===== src/rtl/cht_pkg.sv =====
// Shared constants, codes and controller/datapath interface types of the hash table.
package cht_pkg;

	localparam int BUCKETS   = 8;
	localparam int SLOTS     = 4;
	localparam int KEY_WIDTH = 32;

	localparam int BKT_W     = $clog2(BUCKETS);
	localparam int SLOT_W    = $clog2(SLOTS);
	localparam int FILL_W    = $clog2(SLOTS + 1);
	localparam int ADDR_W    = BKT_W + SLOT_W;
	localparam int DEPTH     = BUCKETS * SLOTS;
	localparam int CNT_W     = $clog2(KEY_WIDTH);
	localparam int CFG_W     = 4;
	localparam int OUT_TDATA_W = 8;

	typedef enum logic [1:0] {
		ST_INSERTED  = 2'd0,
		ST_FULL      = 2'd1,
		ST_DELETED   = 2'd2,
		ST_NOT_FOUND = 2'd3
	} status_t;

	typedef enum logic {
		OP_INSERT = 1'b0,
		OP_DELETE = 1'b1
	} op_t;

	// Commands from the controller
	typedef struct packed {
		logic    load;
		logic    div_step;
		logic    ins_wr;
		logic    scan_clr;
		logic    scan_rd;
		logic    idx_inc;
		logic    shift_rd;
		logic    move_wr;
		logic    fill_dec;
		logic    set_status;
		status_t status;
		logic    out_load;
	} cht_cmd_t;

	// Status back to the controller
	typedef struct packed {
		logic div_done;
		logic is_delete;
		logic full;
		logic scan_end;
		logic match;
		logic shift_end;
	} cht_sts_t;

endpackage


===== src/rtl/chained_hash_table_top.sv =====
// Top level of the chained hash table: stream ports, controller and datapath.
//
// Each key goes to bucket key mod bucket_count (count 0 reads as 1, above 8 as 8); an insert
// appends at the bucket tail (status full if its 4 slots are taken), a delete removes the first
// equal key and moves the later ones down. One item is handled at a time: the remainder is formed
// bit-serially, one key bit a cycle, and most of an item's time goes there; a delete then scans the
// bucket slot by slot and moves each later entry down. A finished result waits in an output
// register, and the next item is taken while it does. Fill counters are cleared at reset, with no
// clearing pass.
module chained_hash_table_top
	import cht_pkg::*;
(
	input  logic                   clk,
	input  logic                   arst_n,
	// Bucket count register write
	input  logic                   cfg_valid,
	output logic                   cfg_ready,
	input  logic [CFG_W-1:0]       cfg_data,       // bucket_count
	// Operation stream
	input  logic                   s_axis_tvalid,
	output logic                   s_axis_tready,
	input  logic [KEY_WIDTH-1:0]   s_axis_tdata,   // [31:0] key
	input  logic                   s_axis_tuser,   // [0] func
	// Result stream
	output logic                   m_axis_tvalid,
	input  logic                   m_axis_tready,
	output logic [OUT_TDATA_W-1:0] m_axis_tdata,   // [2:0] bucket, [7:3] zero
	output logic [1:0]             m_axis_tuser    // [1:0] status
);

	cht_cmd_t         cmd;
	cht_sts_t         sts;
	status_t          out_status;
	logic [BKT_W-1:0] out_bucket;

	assign cfg_ready = 1'b1;

	cht_ctrl u_ctrl (
		.clk       (clk),
		.arst_n    (arst_n),
		.in_valid  (s_axis_tvalid),
		.in_ready  (s_axis_tready),
		.out_valid (m_axis_tvalid),
		.out_ready (m_axis_tready),
		.sts       (sts),
		.cmd       (cmd)
	);

	cht_datapath u_dp (
		.clk        (clk),
		.arst_n     (arst_n),
		.cfg_we     (cfg_valid),
		.cfg_value  (cfg_data),
		.in_func    (s_axis_tuser),
		.in_key     (s_axis_tdata),
		.cmd        (cmd),
		.sts        (sts),
		.out_status (out_status),
		.out_bucket (out_bucket)
	);

	assign m_axis_tdata = OUT_TDATA_W'(out_bucket);
	assign m_axis_tuser = out_status;

endmodule


===== src/rtl/cht_datapath.sv =====
// Hash table datapath: bit-serial modulo, fill counters, slot memory and result register.
module cht_datapath
	import cht_pkg::*;
(
	input  logic                 clk,
	input  logic                 arst_n,
	input  logic                 cfg_we,
	input  logic [CFG_W-1:0]     cfg_value,
	input  logic                 in_func,
	input  logic [KEY_WIDTH-1:0] in_key,
	input  cht_cmd_t             cmd,
	output cht_sts_t             sts,
	output status_t              out_status,
	output logic [BKT_W-1:0]     out_bucket
);

	logic [CFG_W-1:0]     count_q;
	logic [CFG_W-1:0]     eff_count;
	logic [CFG_W-1:0]     divisor_q;
	logic [KEY_WIDTH-1:0] key_q;
	logic [KEY_WIDTH-1:0] div_q;
	logic [CNT_W-1:0]     cnt_q;
	logic [BKT_W-1:0]     rem_q;
	logic [CFG_W-1:0]     rem_shift;
	logic [CFG_W-1:0]     rem_next;
	logic                 op_q;
	logic [FILL_W-1:0]    fill_q [BUCKETS];
	logic [FILL_W-1:0]    fill;
	logic [FILL_W-1:0]    idx_q;
	logic [FILL_W-1:0]    idx_inc;
	status_t              status_q;
	status_t              out_status_q;
	logic [BKT_W-1:0]     out_bucket_q;
	logic [KEY_WIDTH-1:0] mem [DEPTH];
	logic [KEY_WIDTH-1:0] rd_data_q;
	logic                 wr_en;
	logic [ADDR_W-1:0]    wr_addr;
	logic [KEY_WIDTH-1:0] wr_data;
	logic                 rd_en;
	logic [ADDR_W-1:0]    rd_addr;

	// Bucket count register, taken as 1..BUCKETS
	always_ff @(posedge clk or negedge arst_n) begin
		if (!arst_n) begin
			count_q <= CFG_W'(7);
		end else if (cfg_we) begin
			count_q <= cfg_value;
		end
	end

	always_comb begin
		if (count_q == '0) begin
			eff_count = CFG_W'(1);
		end else if (count_q > CFG_W'(BUCKETS)) begin
			eff_count = CFG_W'(BUCKETS);
		end else begin
			eff_count = count_q;
		end
	end

	// Restoring remainder, one key bit per step, MSB first
	assign rem_shift = {rem_q, div_q[KEY_WIDTH-1]};
	assign rem_next  = (rem_shift >= divisor_q) ? (rem_shift - divisor_q) : rem_shift;

	always_ff @(posedge clk) begin
		if (cmd.load) begin
			key_q     <= in_key;
			div_q     <= in_key;
			op_q      <= in_func;
			divisor_q <= eff_count;
			rem_q     <= '0;
			cnt_q     <= '0;
		end else if (cmd.div_step) begin
			div_q <= {div_q[KEY_WIDTH-2:0], 1'b0};
			rem_q <= rem_next[BKT_W-1:0];
			cnt_q <= cnt_q + 1'b1;
		end
	end

	assign fill    = fill_q[rem_q];
	assign idx_inc = idx_q + 1'b1;

	// Per-bucket fill counters
	always_ff @(posedge clk or negedge arst_n) begin
		if (!arst_n) begin
			for (int b = 0; b < BUCKETS; b++) begin
				fill_q[b] <= '0;
			end
		end else if (cmd.ins_wr) begin
			fill_q[rem_q] <= fill + 1'b1;
		end else if (cmd.fill_dec) begin
			fill_q[rem_q] <= fill - 1'b1;
		end
	end

	// Slot index within the bucket
	always_ff @(posedge clk) begin
		if (cmd.scan_clr) begin
			idx_q <= '0;
		end else if (cmd.idx_inc) begin
			idx_q <= idx_inc;
		end
	end

	// Slot memory ports
	assign wr_en   = cmd.ins_wr | cmd.move_wr;
	assign wr_addr = cmd.ins_wr ? {rem_q, fill[SLOT_W-1:0]} : {rem_q, idx_q[SLOT_W-1:0]};
	assign wr_data = cmd.ins_wr ? key_q : rd_data_q;
	assign rd_en   = cmd.scan_rd | cmd.shift_rd;
	assign rd_addr = cmd.shift_rd ? {rem_q, idx_inc[SLOT_W-1:0]} : {rem_q, idx_q[SLOT_W-1:0]};

	always_ff @(posedge clk) begin
		if (wr_en) begin
			mem[wr_addr] <= wr_data;
		end
		if (rd_en) begin
			rd_data_q <= mem[rd_addr];
		end
	end

	// Result status and output register
	always_ff @(posedge clk) begin
		if (cmd.set_status) begin
			status_q <= cmd.status;
		end
		if (cmd.out_load) begin
			out_status_q <= status_q;
			out_bucket_q <= rem_q;
		end
	end

	assign sts.div_done  = (cnt_q == CNT_W'(KEY_WIDTH - 1));
	assign sts.is_delete = (op_q == OP_DELETE);
	assign sts.full      = (fill == FILL_W'(SLOTS));
	assign sts.scan_end  = (idx_q == fill);
	assign sts.match     = (rd_data_q == key_q);
	assign sts.shift_end = (idx_inc == fill);

	assign out_status = out_status_q;
	assign out_bucket = out_bucket_q;

endmodule


===== src/rtl/cht_ctrl.sv =====
// Hash table controller: operation sequencer and output valid flag.
module cht_ctrl
	import cht_pkg::*;
(
	input  logic     clk,
	input  logic     arst_n,
	input  logic     in_valid,
	output logic     in_ready,
	output logic     out_valid,
	input  logic     out_ready,
	input  cht_sts_t sts,
	output cht_cmd_t cmd
);

	typedef enum logic [7:0] {
		S_IDLE  = 8'b0000_0001,
		S_DIV   = 8'b0000_0010,
		S_LOOK  = 8'b0000_0100,
		S_SCAN  = 8'b0000_1000,
		S_CMP   = 8'b0001_0000,
		S_SHIFT = 8'b0010_0000,
		S_MOVE  = 8'b0100_0000,
		S_DONE  = 8'b1000_0000
	} state_t;

	state_t state_q;
	state_t state_d;
	logic   out_valid_q;
	logic   out_free;

	assign out_free = !out_valid_q || out_ready;
	assign in_ready = (state_q == S_IDLE);

	// Next state and commands
	always_comb begin
		state_d = state_q;
		cmd     = '0;
		case (state_q)
			S_IDLE: begin
				if (in_valid) begin
					cmd.load = 1'b1;
					state_d  = S_DIV;
				end
			end
			S_DIV: begin
				cmd.div_step = 1'b1;
				if (sts.div_done) begin
					state_d = S_LOOK;
				end
			end
			S_LOOK: begin
				if (sts.is_delete) begin
					cmd.scan_clr = 1'b1;
					state_d      = S_SCAN;
				end else if (sts.full) begin
					cmd.set_status = 1'b1;
					cmd.status     = ST_FULL;
					state_d        = S_DONE;
				end else begin
					cmd.ins_wr     = 1'b1;
					cmd.set_status = 1'b1;
					cmd.status     = ST_INSERTED;
					state_d        = S_DONE;
				end
			end
			S_SCAN: begin
				if (sts.scan_end) begin
					cmd.set_status = 1'b1;
					cmd.status     = ST_NOT_FOUND;
					state_d        = S_DONE;
				end else begin
					cmd.scan_rd = 1'b1;
					state_d     = S_CMP;
				end
			end
			S_CMP: begin
				if (sts.match) begin
					state_d = S_SHIFT;
				end else begin
					cmd.idx_inc = 1'b1;
					state_d     = S_SCAN;
				end
			end
			S_SHIFT: begin
				// Pull later entries down one slot until the tail
				if (sts.shift_end) begin
					cmd.fill_dec   = 1'b1;
					cmd.set_status = 1'b1;
					cmd.status     = ST_DELETED;
					state_d        = S_DONE;
				end else begin
					cmd.shift_rd = 1'b1;
					state_d      = S_MOVE;
				end
			end
			S_MOVE: begin
				cmd.move_wr = 1'b1;
				cmd.idx_inc = 1'b1;
				state_d     = S_SHIFT;
			end
			S_DONE: begin
				if (out_free) begin
					cmd.out_load = 1'b1;
					state_d      = S_IDLE;
				end
			end
			default: begin
				state_d = S_IDLE;
			end
		endcase
	end

	always_ff @(posedge clk or negedge arst_n) begin
		if (!arst_n) begin
			state_q <= S_IDLE;
		end else begin
			state_q <= state_d;
		end
	end

	// Output valid: set on load, cleared on transfer
	always_ff @(posedge clk or negedge arst_n) begin
		if (!arst_n) begin
			out_valid_q <= 1'b0;
		end else if (cmd.out_load) begin
			out_valid_q <= 1'b1;
		end else if (out_ready) begin
			out_valid_q <= 1'b0;
		end
	end

	assign out_valid = out_valid_q;

endmodule


===== config.mk =====
export PLATFORM = sky130hd
export DESIGN_NAME = chained_hash_table_top
export DESIGN_NICKNAME = d
export VERILOG_FILES = /design/src/rtl/cht_pkg.sv /design/src/rtl/chained_hash_table_top.sv /design/src/rtl/cht_datapath.sv /design/src/rtl/cht_ctrl.sv
export SDC_FILE = /design/constraint.sdc
export NUM_CORES = 2
export LEC_CHECK = 0
export BUFFER_PORTS_ARGS = -buffer_cell sky130_fd_sc_hd__buf_2
export CELL_PAD_IN_SITES_DETAIL_PLACEMENT = 1
export CELL_PAD_IN_SITES_GLOBAL_PLACEMENT = 2
export CORE_UTILIZATION = 46
export DETAILED_ROUTE_END_ITERATION = 10
export PLACE_DENSITY_LB_ADDON = 0.25
export SLEW_MARGIN = 25
export SYNTH_ARGS = -nofsm -noshare
export SYNTH_HDL_FRONTEND = slang
export SYNTH_SLANG_ARGS = --single-unit

===== constraint.sdc =====
create_clock -name clk -period 6.9 [get_ports clk]
set_input_delay 0.345 -clock clk [delete_from_list [all_inputs] [get_ports clk]]
set_output_delay 0.345 -clock clk [all_outputs]
set_load 0.01 [all_outputs]

==> impl_results.md <==
* Outcome: finished, final reports clean
* Placed Area at 49200 µm²
* Max Cap Viol at 0
* Global-route wire length before repair at 199 mm
* Vias in the first global route at 28100
* Area Growth Syn to Fin at 14.6%
* Worst vdd ir at 0.226 mV
* Setup ws final at 1490 ps
* Crit-path max FO at 20
* CTS tree: built
* Commonest cells after routing, fill and taps aside: edfxtp_1 (1132), nand2_1 (323), mux2i_1 (175)
* Largest net degree at the start of global routing at 75
* Fin Setup TNS at 0 ps
* Resize count post-CTS at 0
* Post-synthesis cell type count at 76
* # IOs at 55
* Drc violations at 0
* Fin. max-slew vios at 0
* Postcts setup bufs at 0
* RSZ-0062 raised after global routing: false
* Vias at 27500
* H-Tree Depth at 3
* Root Driver: clkbuf_16
* # fillers at 9291
* GPL Wtd Cong at 0.857
* Mapped Area at 46700 µm²
* Final instance area at 53500 µm²
* CTS Buf Count at 119
* Chip height at 321 µm
* Skew-Pair Late Insertion Delay at 730 ps
* Initial Util at 46.5%
* Initial DRC Count at 3325
* YS warnings at 0
* Sink Count at 1180
* Dpl hpwl at 87.3 mm
* Storage element area at 35100 µm²
* Vias/cell at 6.12
* Area of the multi-input gates at 11100 µm²
* Final setup violation count at 0
* Routed length per instance at 30.8 µm
* Pre-CTS setup slack at 1540 ps
* Clock Pin Slew Worst Setup and Hold Paths at 60 ps
* Maximum clock path buffer count at 3
* Drt first pass iters at 6
* Register bit total from synthesis at 1180
* Register area share after synthesis at 75.3%
* N_diodes at 0
* Worst setup SP type: flop
* Fin. Hold Viols at 0
* Critical path required time at 7290 ps
* Commonest non-fill, non-tap cell in the layout: edfxtp_1
* Mean Syn Cell Area at 16.1 µm²
* Slew margin rel. at 14.2%
* Critical path arrival at 5810 ps
* Dominant synthesized flop cell: edfxtp_1
* Mapped Cells at 2902
* Slew @ Worst Pin at 1270 ps
* Min Tclk post-route at 5410 ps
* Die Span X at 321 µm
* Worst Path Class, Setup: flop to flop
* Total wire length at 138 mm
* Port buffer count at 48
* Setup skew after layout at 38.5 ps
* Hold Crit Class: input pin to async pin
* Async SR Flop Fraction at 3.14%
* Die Area at 103000 µm²
* # rows at 116
* PwrDens at 306 nW/µm²
* Total Nets Final at 3091
* Hold bufs inserted after CTS at 44
* Share of cells above drive strength 1 at 17.9%
* Worst setup EP type: flop
* Max frequency at 185 MHz
* Total grt overflow at 0
* Post-synth EDFFs at 1132
* Global-route usage over all layers at 26.8%
* Leak at 0.0173 µW
* CORE AREA at 100000 µm²
* Antenna-violating nets left at 0
* Initial antenna violation count at 6
* Final period util at 78.5%
## synth_stat cells (10+ instances only)
cell type / count / share of area, %
nor2_1: 74 / 0.60
nand2_1: 341 / 2.7
nor3_1: 47 / 0.50
nand4_1: 36 / 0.48
nor4_1: 13 / 0.17
a221oi_1: 26 / 0.49
a222oi_1: 30 / 0.64
o22ai_1: 36 / 0.48
xor2_1: 38 / 0.71
mux2_1: 13 / 0.31
clkbuf_1: 107 / 0.86
buf_2: 36 / 0.39
edfxtp_1: 1132 / 73
or4_1: 29 / 0.47
ha_1: 10 / 0.27
mux2i_1: 175 / 3.8
nand3_1: 14 / 0.15
buf_1: 10 / 0.080
a31o_2: 29 / 0.54
a21oi_1: 103 / 1.1
buf_4: 11 / 0.18
a211oi_1: 39 / 0.63
mux2_2: 83 / 2.0
inv_1: 11 / 0.088
a22oi_1: 90 / 1.4
a2bb2oi_1: 87 / 1.6
o21ai_1: 13 / 0.14
dfrtp_1: 33 / 1.8
o21ai_0: 79 / 0.85
mux2_4: 28 / 0.90
buf_6: 16 / 0.39
dfxtp_1: 11 / 0.47
## worst paths after layout
| path | from | end | slack, ps | cells past startpoint |
|---|---|---|---|---|
| worst min register to register | u_dp.status_q[1] | u_dp.out_status[1] | 420 | 0 |
| max in group asynchronous | arst_n | u_ctrl.state_q[4] | 5940 | 2 |
| worst min-delay path | arst_n | u_dp.fill_q[2] | 360 | 2 |
| worst max register to register | u_dp.rem_q[1] | u_dp.mem[10][23] | 1490 | 11 |
| min in group clk | s_axis_tdata[13] | u_dp.key_q[13] | 360 | 2 |
| worst max-delay path | u_dp.rem_q[1] | u_dp.mem[10][23] | 1490 | 11 |
## kinds of logic (layout without fill, tap and decap cells)
kind of cell             count (synthesis)  after routing  synth area share (%)
XOR/XNOR                                43             43                 0.807
AO/OA/AOI/OAI                          573            573                  8.81
adder cells (fa/ha/maj)                 11             11                 0.311
flip-flops                            1180           1180                  75.3
multiplexers                           299            299                  6.97
buffers and inverters                  193            423                  2.00
AND/OR/NAND/NOR                        601            601                  5.78
other                                    2              6                0.0161
## area by class of cell
type,instances,share of cell area (%)
tap,1357,3.18
timing repair buffer,192,3.35
multi-input combinational,1533,20.7
clock buffer,142,5.77
sequential,1180,65.7
clock inverter,77,1.21
inverter,12,0.0866
## flip-flops by register name, indices dropped and copies added (netlist names)
register,count
u_dp.mem,1024
u_dp.div_q,32
u_dp.key_q,32
u_dp.rd_data_q,32
u_dp.fill_q,24
u_ctrl.state_q,8
u_dp.cnt_q,5
u_dp.count_q,4
u_dp.divisor_q,4
u_dp.idx_q,3
u_dp.out_bucket,3
u_dp.rem_q,3
u_dp.out_status,2
u_dp.status_q,2
u_ctrl.out_valid,1
u_dp.op_q,1
## where the power goes
| part | switching (µW) | total, µW | leakage, µW | internal (µW) |
|---|---|---|---|---|
| Combinational | 1290 | 1920 | 0.00467 | 634 |
| Sequential | 173 | 8200 | 0.0108 | 8030 |
| Clock | 2740 | 6260 | 0.00183 | 3520 |
| Total | 4200 | 16400 | 0.0173 | 12200 |
## critical path, cell delays in order, from the launching register on
cell and delay [ps]:
dfxtp_1 870, o21ai_0 190, a21oi_1 370, or2_2 250, inv_1 60, ha_1 200, ha_1 230, nor3_2 590
mux2i_1 430, nand2_1 570, nor2_4 940, buf_4 370
## per-layer routing
metal  share of wire [%]  GRT usage [%]  up-vias
li1                    -              -    11700
met1                  43           38.3    14500
met2                  47           42.9     1092
met3                 8.0           4.89      155
met4                 1.9           5.91        2
met5              0.0094              0        -
## metrics by stage
step / std cells / hold WS [ps] / util, % / total power (µW)
floorplan: 2906 / 49.4 / - / 9470
global placement: 4210 / 411 / 48.6 / 10200
detailed placement: 4227 / 410 / 49.0 / 10200
CTS: 4490 / 320 / 53.2 / 16400
global route: 4493 / 349 / 53.3 / 16900
finish: 4493 / 360 / 53.3 / 16400
No activity file was read; power rests on OpenSTA's default activity.
